--- src/twbr_pkg.sv ---
// Shared types and constants of the time-weighted bucket resampler.
`default_nettype none
package twbr_pkg;
	localparam int AXES = 3;
	localparam int VAL_W = 8;
	localparam int SEC_W = 32;
	localparam int US_W = 20;
	localparam int PW = 20;
	localparam int SUM_W = 28;
	localparam int RAW_W = 52;
	localparam int MAX_BUCKETS_DEFAULT = 64;
	localparam int QUEUE_DEPTH = 2;
	localparam int US_PER_SECOND = 1000000;
	localparam logic [PW-1:0] RESET_PERIOD_US = 20'd100000;

	typedef struct packed {
		logic [AXES-1:0][VAL_W-1:0] held;
		logic [AXES-1:0][VAL_W-1:0] cur;
		logic [RAW_W-1:0] dt;
		logic have;
		logic fin;
	} item_t;

	typedef struct packed {
		logic [AXES-1:0][VAL_W-1:0] mean;
		logic final_bkt;
		logic last;
		logic clamp;
	} res_t;
endpackage
`default_nettype wire

--- src/twbr_front.sv ---
// Front end: accepts samples, tracks the held timestamp, computes the interval.
`default_nettype none
module twbr_front import twbr_pkg::*; (
	input  wire logic clk,
	input  wire logic arst_n,
	input  wire logic in_valid,
	output logic in_ready,
	input  wire logic [AXES-1:0][VAL_W-1:0] cur,
	input  wire logic [SEC_W-1:0] sec,
	input  wire logic [US_W-1:0] us,
	input  wire logic fin,
	input  wire logic q_full,
	output logic q_push,
	output item_t q_item
);
	localparam int SD_W = SEC_W + 1;
	localparam int UD_W = US_W + 1;
	localparam int DS_W = RAW_W + 2;
	localparam logic signed [21:0] UsC = 22'(US_PER_SECOND);

	logic [AXES-1:0][VAL_W-1:0] held_q;
	logic [SEC_W-1:0] held_sec_q;
	logic [US_W-1:0] held_us_q;
	logic have_q;

	logic s1_valid_s1;
	logic [AXES-1:0][VAL_W-1:0] held_s1, cur_s1;
	logic signed [SD_W-1:0] sd_s1;
	logic signed [UD_W-1:0] ud_s1;
	logic have_s1, fin_s1;
	logic signed [DS_W-1:0] dt_s;
	logic accept;

	assign in_ready = !s1_valid_s1;
	assign accept = in_valid && in_ready;
	assign q_push = s1_valid_s1 && !q_full;

	always_comb begin
		// widen before the multiply so the seconds term keeps all its bits
		dt_s = DS_W'(sd_s1) * DS_W'(UsC) + DS_W'(ud_s1);
		q_item.held = held_s1;
		q_item.cur = cur_s1;
		q_item.dt = dt_s[DS_W-1] ? '0 : dt_s[RAW_W-1:0];
		q_item.have = have_s1;
		q_item.fin = fin_s1;
	end

	always_ff @(posedge clk or negedge arst_n) begin
		if (!arst_n) begin
			s1_valid_s1 <= 1'b0;
			have_q <= 1'b0;
			held_sec_q <= '0;
			held_us_q <= '0;
			held_q <= '0;
		end else begin
			if (accept) begin
				s1_valid_s1 <= 1'b1;
				held_s1 <= held_q;
				cur_s1 <= cur;
				sd_s1 <= $signed({1'b0, sec}) - $signed({1'b0, held_sec_q});
				ud_s1 <= $signed({1'b0, us}) - $signed({1'b0, held_us_q});
				have_s1 <= have_q;
				fin_s1 <= fin;
				held_q <= cur;
				held_sec_q <= sec;
				held_us_q <= us;
				have_q <= !fin;
			end else if (q_push) begin
				s1_valid_s1 <= 1'b0;
			end
		end
	end
endmodule
`default_nettype wire

--- src/twbr_queue.sv ---
// Short register queue between front and back end.
`default_nettype none
module twbr_queue import twbr_pkg::*; (
	input  wire logic clk,
	input  wire logic arst_n,
	input  wire logic push,
	input  wire item_t push_item,
	input  wire logic pop,
	output item_t pop_item,
	output logic full,
	output logic empty
);
	localparam int PTR_W = (QUEUE_DEPTH > 1) ? $clog2(QUEUE_DEPTH) : 1;
	localparam int CNT_W = $clog2(QUEUE_DEPTH + 1);

	item_t mem_q [QUEUE_DEPTH];
	logic [PTR_W-1:0] wptr_q, rptr_q;
	logic [CNT_W-1:0] cnt_q;

	assign full = cnt_q == CNT_W'(QUEUE_DEPTH);
	assign empty = cnt_q == '0;
	assign pop_item = mem_q[rptr_q];

	always_ff @(posedge clk) begin
		if (push && !full) mem_q[wptr_q] <= push_item;
	end

	always_ff @(posedge clk or negedge arst_n) begin
		if (!arst_n) begin
			wptr_q <= '0;
			rptr_q <= '0;
			cnt_q <= '0;
		end else begin
			if (push && !full) begin
				wptr_q <= (wptr_q == PTR_W'(QUEUE_DEPTH - 1)) ? '0 : wptr_q + 1'b1;
			end
			if (pop && !empty) begin
				rptr_q <= (rptr_q == PTR_W'(QUEUE_DEPTH - 1)) ? '0 : rptr_q + 1'b1;
			end
			cnt_q <= cnt_q + CNT_W'(push && !full) - CNT_W'(pop && !empty);
		end
	end
endmodule
`default_nettype wire

--- src/twbr_div.sv ---
// Three-lane bit-serial divider with truncation toward zero and 8-bit saturation.
`default_nettype none
module twbr_div import twbr_pkg::*; (
	input  wire logic clk,
	input  wire logic arst_n,
	input  wire logic start,
	input  wire logic [AXES-1:0][SUM_W-1:0] num,
	input  wire logic [PW-1:0] den,
	output logic done,
	output logic [AXES-1:0][VAL_W-1:0] quo
);
	localparam int CW = $clog2(SUM_W);

	logic [AXES-1:0][SUM_W-1:0] mag_q, mag_n;
	logic [AXES-1:0][PW-1:0] rem_q, rem_n;
	logic [AXES-1:0] neg_q;
	logic [PW-1:0] den_q;
	logic [CW-1:0] cnt_q;
	logic busy_q;
	logic [PW:0] trial;
	logic ge;

	function automatic logic [VAL_W-1:0] sat(input logic [SUM_W-1:0] m, input logic n);
		logic [VAL_W-1:0] r;
		if (n) r = (m > SUM_W'(128)) ? 8'h80 : 8'(~m[VAL_W-1:0] + 1'b1);
		else r = (m > SUM_W'(127)) ? 8'h7f : m[VAL_W-1:0];
		return r;
	endfunction

	always_comb begin
		trial = '0;
		ge = 1'b0;
		for (int i = 0; i < AXES; i++) begin
			trial = {rem_q[i], mag_q[i][SUM_W-1]};
			ge = trial >= {1'b0, den_q};
			rem_n[i] = ge ? PW'(trial - {1'b0, den_q}) : trial[PW-1:0];
			mag_n[i] = {mag_q[i][SUM_W-2:0], ge};
			quo[i] = sat(mag_q[i], neg_q[i]);
		end
	end

	always_ff @(posedge clk or negedge arst_n) begin
		if (!arst_n) begin
			busy_q <= 1'b0;
			done <= 1'b0;
			cnt_q <= '0;
		end else begin
			done <= 1'b0;
			if (start) begin
				busy_q <= 1'b1;
				cnt_q <= '0;
				den_q <= den;
				for (int i = 0; i < AXES; i++) begin
					neg_q[i] <= num[i][SUM_W-1];
					mag_q[i] <= num[i][SUM_W-1] ? SUM_W'(-$signed(num[i])) : num[i];
					rem_q[i] <= '0;
				end
			end else if (busy_q) begin
				mag_q <= mag_n;
				rem_q <= rem_n;
				cnt_q <= cnt_q + 1'b1;
				if (cnt_q == CW'(SUM_W - 1)) begin
					busy_q <= 1'b0;
					done <= 1'b1;
				end
			end
		end
	end
endmodule
`default_nettype wire

--- src/twbr_back.sv ---
// Back end: bucket accumulation, closing, clamping and flush sequencer.
`default_nettype none
module twbr_back import twbr_pkg::*; #(
	parameter int MAX_BUCKETS_PER_ITEM = MAX_BUCKETS_DEFAULT
) (
	input  wire logic clk,
	input  wire logic arst_n,
	input  wire logic [PW-1:0] period,
	input  wire logic q_empty,
	input  wire item_t q_item,
	output logic q_pop,
	output logic out_valid,
	input  wire logic out_ready,
	output res_t res
);
	localparam int LIMIT = MAX_BUCKETS_PER_ITEM - 1;
	localparam int DT_W = PW + $clog2(MAX_BUCKETS_PER_ITEM) + 1;

	typedef enum logic [2:0] {ST_IDLE, ST_PREP, ST_LOOP, ST_PAD, ST_DIV, ST_OUT} state_t;
	state_t state_q;

	item_t item_q;
	logic [PW-1:0] tm_q, filled_q;
	logic [DT_W-1:0] dt_q;
	logic [AXES-1:0][SUM_W-1:0] sum_q, num_q, mac;
	logic clamp_q, fin_bkt_q, last_q, div_start_q;

	logic [PW-1:0] miss, mul_b;
	logic [RAW_W-1:0] dt_eff, gap;
	logic [DT_W-1:0] lim_p, dt_left;
	logic clamp_c, close_c;
	logic div_done;
	logic [AXES-1:0][VAL_W-1:0] quo;
	logic [AXES-1:0][VAL_W-1:0] mul_a;

	assign q_pop = (state_q == ST_IDLE) && !q_empty;

	always_comb begin
		miss = (filled_q >= period) ? '0 : period - filled_q;
		dt_eff = item_q.have ? item_q.dt : '0;
		lim_p = DT_W'(DT_W'(period) * DT_W'(LIMIT));
		gap = dt_eff - RAW_W'(miss);
		clamp_c = (dt_eff > RAW_W'(miss)) && (gap > RAW_W'(lim_p));
		close_c = DT_W'(tm_q) < dt_q;
		dt_left = dt_q - DT_W'(tm_q);
		// one multiplier per axis: held*tm on close, held*dt on tail, new*missing on pad
		mul_a = (state_q == ST_PAD) ? item_q.cur : item_q.held;
		if (state_q == ST_PAD) mul_b = miss;
		else if (close_c) mul_b = tm_q;
		else mul_b = dt_q[PW-1:0];
		for (int i = 0; i < AXES; i++) begin
			mac[i] = SUM_W'($signed(sum_q[i]) + $signed(mul_a[i]) * $signed({1'b0, mul_b}));
		end
	end

	twbr_div u_div (
		.clk(clk),
		.arst_n(arst_n),
		.start(div_start_q),
		.num(num_q),
		.den(period),
		.done(div_done),
		.quo(quo)
	);

	always_ff @(posedge clk or negedge arst_n) begin
		if (!arst_n) begin
			state_q <= ST_IDLE;
			sum_q <= '0;
			filled_q <= '0;
			out_valid <= 1'b0;
			div_start_q <= 1'b0;
			clamp_q <= 1'b0;
		end else begin
			div_start_q <= 1'b0;
			unique case (state_q)
				ST_IDLE: begin
					if (!q_empty) begin
						item_q <= q_item;
						state_q <= ST_PREP;
					end
				end
				ST_PREP: begin
					tm_q <= miss;
					clamp_q <= clamp_c;
					dt_q <= clamp_c ? DT_W'(miss) + lim_p : dt_eff[DT_W-1:0];
					state_q <= ST_LOOP;
				end
				ST_LOOP: begin
					if (close_c) begin
						num_q <= mac;
						sum_q <= '0;
						filled_q <= '0;
						dt_q <= dt_left;
						tm_q <= period;
						fin_bkt_q <= 1'b0;
						last_q <= !(DT_W'(period) < dt_left) && !item_q.fin;
						div_start_q <= 1'b1;
						state_q <= ST_DIV;
					end else begin
						sum_q <= mac;
						filled_q <= filled_q + dt_q[PW-1:0];
						state_q <= item_q.fin ? ST_PAD : ST_IDLE;
					end
				end
				ST_PAD: begin
					num_q <= mac;
					sum_q <= '0;
					filled_q <= '0;
					fin_bkt_q <= 1'b1;
					last_q <= 1'b1;
					div_start_q <= 1'b1;
					state_q <= ST_DIV;
				end
				ST_DIV: begin
					if (div_done) begin
						res.mean <= quo;
						res.final_bkt <= fin_bkt_q;
						res.last <= last_q;
						res.clamp <= clamp_q;
						out_valid <= 1'b1;
						state_q <= ST_OUT;
					end
				end
				ST_OUT: begin
					if (out_ready) begin
						out_valid <= 1'b0;
						state_q <= fin_bkt_q ? ST_IDLE : ST_LOOP;
					end
				end
				default: state_q <= ST_IDLE;
			endcase
		end
	end
endmodule
`default_nettype wire

--- src/time_weighted_bucket_resampler_top.sv ---
// Top level of the time-weighted bucket resampler.
// Usage:
//  - Input channel (in_valid/in_ready): one beat is one timestamped 3-axis
//    sample. The first sample after reset or after a capture end is only held.
//  - Output channel (out_valid/out_ready): one beat per closed bucket, the
//    time-weighted mean of each axis, truncated toward zero, saturated to 8 bits.
//    last_of_run marks the last bucket of a sample, final_bucket the padded
//    flush bucket of a capture_end sample, gap_clamped a clipped long interval.
//  - cfg_we/cfg_wdata write the bucket period in us (0 acts as 1); write idle.
// Timing:
//  - Front end holds one sample at a time (in_ready is low while it does) and
//    pushes it into a 2-entry queue. Back end: one sample at a time; each emitted
//    bucket goes through the 28-step bit-serial divider (one bit per cycle).
// Stall: while out_ready is low the bucket holds on the port and the back end
//  waits; the queue keeps taking samples until it fills, then in_ready drops.
// Reset: arst_n clears held sample and bucket sums and sets the period to 100000 us.
`default_nettype none
module time_weighted_bucket_resampler_top import twbr_pkg::*; #(
	parameter int MAX_BUCKETS_PER_ITEM = MAX_BUCKETS_DEFAULT
) (
	input  wire logic clk,
	input  wire logic arst_n,
	input  wire logic cfg_we,
	input  wire logic [PW-1:0] cfg_wdata,
	input  wire logic in_valid,
	output logic in_ready,
	input  wire logic signed [VAL_W-1:0] sample_x,
	input  wire logic signed [VAL_W-1:0] sample_y,
	input  wire logic signed [VAL_W-1:0] sample_z,
	input  wire logic [SEC_W-1:0] stamp_seconds,
	input  wire logic [US_W-1:0] stamp_micros,
	input  wire logic capture_end,
	output logic out_valid,
	input  wire logic out_ready,
	output logic signed [VAL_W-1:0] mean_x,
	output logic signed [VAL_W-1:0] mean_y,
	output logic signed [VAL_W-1:0] mean_z,
	output logic final_bucket,
	output logic last_of_run,
	output logic gap_clamped
);
	logic [PW-1:0] period_q, period_eff;
	logic q_full, q_empty, q_push, q_pop;
	item_t push_item, pop_item;
	res_t res;

	// bucket period register; zero behaves as one
	always_ff @(posedge clk or negedge arst_n) begin
		if (!arst_n) period_q <= RESET_PERIOD_US;
		else if (cfg_we) period_q <= cfg_wdata;
	end
	assign period_eff = (period_q == '0) ? PW'(1) : period_q;

	twbr_front u_front (
		.clk(clk),
		.arst_n(arst_n),
		.in_valid(in_valid),
		.in_ready(in_ready),
		.cur({sample_z, sample_y, sample_x}),
		.sec(stamp_seconds),
		.us(stamp_micros),
		.fin(capture_end),
		.q_full(q_full),
		.q_push(q_push),
		.q_item(push_item)
	);

	twbr_queue u_queue (
		.clk(clk),
		.arst_n(arst_n),
		.push(q_push),
		.push_item(push_item),
		.pop(q_pop),
		.pop_item(pop_item),
		.full(q_full),
		.empty(q_empty)
	);

	twbr_back #(.MAX_BUCKETS_PER_ITEM(MAX_BUCKETS_PER_ITEM)) u_back (
		.clk(clk),
		.arst_n(arst_n),
		.period(period_eff),
		.q_empty(q_empty),
		.q_item(pop_item),
		.q_pop(q_pop),
		.out_valid(out_valid),
		.out_ready(out_ready),
		.res(res)
	);

	assign mean_x = res.mean[0];
	assign mean_y = res.mean[1];
	assign mean_z = res.mean[2];
	assign final_bucket = res.final_bkt;
	assign last_of_run = res.last;
	assign gap_clamped = res.clamp;
endmodule
`default_nettype wire

--- config.mk ---
export PLATFORM = sky130hd
export DESIGN_NAME = time_weighted_bucket_resampler_top
export DESIGN_NICKNAME = d
export VERILOG_FILES = /design/src/twbr_pkg.sv /design/src/twbr_front.sv /design/src/twbr_queue.sv /design/src/twbr_div.sv /design/src/twbr_back.sv /design/src/time_weighted_bucket_resampler_top.sv
export SDC_FILE = /design/constraint.sdc
export NUM_CORES = 2
export LEC_CHECK = 0
export BUFFER_PORTS_ARGS = -buffer_cell sky130_fd_sc_hd__buf_4
export CAP_MARGIN = 20
export CORE_UTILIZATION = 55
export DETAILED_ROUTE_END_ITERATION = 7
export PLACE_DENSITY_LB_ADDON = 0.12
export SKIP_CTS_REPAIR_TIMING = 1
export SYNTH_ARGS = -nofsm -noshare
export SYNTH_HDL_FRONTEND = slang
export SYNTH_HIERARCHICAL = 1
export SYNTH_SLANG_ARGS = --single-unit
--- constraint.sdc ---
create_clock -name clk -period 19.8 [get_ports clk]
set_input_delay 0.99 -clock clk [delete_from_list [all_inputs] [get_ports clk]]
set_output_delay 0.99 -clock clk [all_outputs]
set_load 0.05 [all_outputs]
==> results <==
- The run finished with clean final reports.
- Dividing the final minimum period by the clock period gives 59.72%.
- The clock transition time at the flip-flop clock pins of the worst setup and hold paths is 60 ps.
- The startpoint kind of the worst setup timing path is a register.
- The startpoint-to-endpoint class of the critical path is reg2reg.
- The count of pins on the block boundary is 131.
- The initialized floorplan defines 140 standard-cell rows.
- The worst min-delay path class is in2async.
- The library cell used most frequently in the layout, excluding fill and tap cells, is inv_1.
- For this run, design rule violations remaining after detail routing come to 0.
- The synthesized netlist devotes 12.77% of its cell area to simple gates.
- By area the synthesized netlist is led by edfxtp_1 27%, fa_1 15%, ha_1 12%, dfrtp_1 6.6%, inv_1 4.0%.
- The TritonCTS buffer count is 108.
- Headroom to the max-slew limit came out at 23.35%.
- The share of synthesized area in the top cell type comes to 27.40%.
- The die area is 148,400 sq um.
- The fraction of synthesis flops using an asynchronous set or reset pin is 22.91%.
- Setup repair after global routing left no endpoint under its margin.
- The number of endpoints with negative hold slack in the final report is 0.
- Before antenna repair, the detailed router went through 6 iterations.
- The number of vias after detailed routing is 58,590.
- The synthesized netlist occupies a cell area of 80,770 sq um.
- The iteration-0 DRC count of the detailed router is 4,231.
- For this run the aggregate overflow at the end of global routing stands at 0.
- On the worst path, the slowest cell contributes a delay of 700 ps.
- Measured against the total synthesized area, the mux share comes to 3.344%.
- The clock latency on the worst-skew pair is 760 ps.
- The floorplan step set the die width to 385.2 um.
- The element type at the critical path end is a register.
- Summing the areas of all xor and xnor instances in the mapped netlist gives 4.825% of the synthesized area.
- In this run, synthesis inferred 737 flip-flops with an integrated enable.
- The gate count after technology mapping is 7,945.
- The data required time of the critical path is 20,280 ps.
- For this run, the number of Yosys warnings is 6.
- Entering global routing, the biggest net connects 85 pins.
- The fraction of the yosys area taken by sequential cells is 34.19%.
- The count of input and output buffers is 130.
- The core region area is 145,700 sq um.
- The die outline height is 385.2 um.
- The cell at the root of the clock tree is clkbuf_16.
- The max-slew violation count is 0.
- The clock net in this run drives a total of 956 sinks.
- The number of antenna violations at the first check in global routing is 0.
- The count of state elements after synthesis is 956.
- For the finished layout, the period the worst path requires is 11,820 ps.
- Based on the critical path, the design can be clocked at up to 84.57 MHz.
- The worst clock skew is 56.27 ps.
- The clock tree from TritonCTS is done.
- The H-tree generated during clock tree synthesis spans 3 levels.
- The number of global-route vias before repair came to 59,710.
- The synthesized netlist devotes 12.10% of its cell area to compound gates.
- The total track usage is 28.57%.
- The first global-routing pass estimated 331.2 mm of wire.
- At the pin with the least slew margin, the transition time is 1140 ps.
- The average cell area after synthesis is 10.17 sq um.
- The ratio of cells with drive above 1 in the final layout is 8.120%.
- After synthesis, the netlist uses 103 different library cells.
- In the synthesized netlist the dominant register cell turns out to be edfxtp_1.
- The dominant combinational cell family by area after synthesis is adder cells.
- After detailed routing, the average wire length per cell comes to 20.97 um.
- The initial cell density of the core is 55.42%.
- The cell with the largest stage delay on the worst path is a2111oi_0.
- The routed via count divided by cell count is 5.860.
- In the layout the commonest cells are 866 x inv_1, 765 x ha_1, 737 x edfxtp_1, 713 x nand2_1, 707 x nor2_1.
- The final-layout setup total negative slack is 0 ps.
- The number of failing setup endpoints in the final timing report is 0.
- The cell type with the largest total area after synthesis is edfxtp_1.
- The area growth from synthesis to final layout is 8.262%.
- Across the run, the number of max-cap violations was 0.
- After detailed routing, the total wire length is 209.7 mm.
- The data arrival time at the worst-slack endpoint is 12,300 ps.
- The count of nets left with antenna violations once routing finished came out at 0.
- Synthesis produced a netlist with a net count of 9,432.
- After Yosys synthesis, full adders, half adders and majority gates account for 27.27% of the synthesized area.
- Once detailed placement completed, the half-perimeter wirelength came to 163.0 mm.
- The final layout contains 9,471 nets.
- The final weighted congestion in routability-driven placement is 0.9568.
- The longest clock path from root to sink contains 3 buffers.
- Of all nets on the critical path, the largest fanout is 37.
[sequential cells by signal (all words and copies together), names as in the netlist, 32 cells and up]
register,flops
u_back/sum_q,84
u_queue/mem_q,204
u_back/u_div/mag_n,81
u_back/num_q,84
u_front/sd_s1,33
u_front/q_item,48
u_back/item_q,102
u_front/held_sec_q,32
u_back/u_div/rem_q,60
[metrics by stage]
stage | cells | area [sq um] | utilization [%] | hold slack [ps] | setup slack [ps]
after global routing | 9996 | 87440 | 60.00 | 166.5 | 7319
after detailed placement | 9790 | 83770 | 57.48 | 429.6 | 8223
after floorplan | 7945 | 80770 | - | 400.3 | 10270
after global placement | 9789 | 83760 | 57.47 | 421.7 | 8175
after CTS | 9995 | 87440 | 60.00 | 145.6 | 8169
final | 9998 | 87450 | 60.00 | 180.1 | 7975
[Yosys cell counts, drive strengths merged (117+ instances only)]
library cell and number:
nor2 710, clkbuf 241, nand2 714, a21oi 415
mux2 151, nand3 117, fa 620, a21o 177
dfrtp 213, nor3 153, o21ai 397, inv 866
ha 765, edfxtp 737, xor2 189, xnor2 256
[kinds of logic after synthesis]
family	after synthesis
compound gates	1516
xor+xnor	445
fa+ha+maj	1389
buf+inv	1153
flops	956
mux	251
simple gates	2235
[worst max-delay path: cells and delay by family, from the launching register on]
family	cells	cell delay, ps
AO/OA/AOI/OAI	20	5210
flip-flops	1	680
AND/OR/NAND/NOR	13	2950
multiplexers	2	560
XOR/XNOR	1	490
buffers and inverters	3	630
adder cells (fa/ha/maj)	3	1000
[per-layer routing]
layer  global-route usage [%]  part of all wire, %
met3                    3.901                  5.6
met5                        0                    0
met4                    9.728                  3.7
met2                    48.42                   48
met1                    37.61                   43
[final timing paths]
path | endpoint | from | slack [ps] | cells after the start
worst max-delay path | u_back/dt_q[3] | period_q[1] | 7980 | 42
worst min-delay path | u_back/u_div/cnt_q[4] | arst_n | 180 | 1
worst max register to register | u_back/dt_q[3] | period_q[1] | 7980 | 42
worst min register to register | u_front/q_item[88] | u_front/held_q[10] | 430 | 0
max in group asynchronous | u_front/held_sec_q[19] | arst_n | 17830 | 3
min in group clk | u_front/held_sec_q[6] | stamp_seconds[6] | 430 | 3
[final cells by class]
| cell class | instances | area (sq um) |
|---|---|---|
| Fill cell | 12350 | 58290 |
| Multi-Input combinational cell | 5836 | 48860 |
| Sequential cell | 956 | 27630 |
| Inverter | 867 | 3254 |
| Clock buffer | 142 | 2982 |
| Tap cell | 1917 | 2399 |
| Timing Repair Buffer | 215 | 1632 |
| Clock inverter | 63 | 685.7 |
| Antenna cell | 2 | 5.005 |
Power is not shown: default switching activity piles up to over one toggle a cycle in this logic, so the estimate is an artifact.
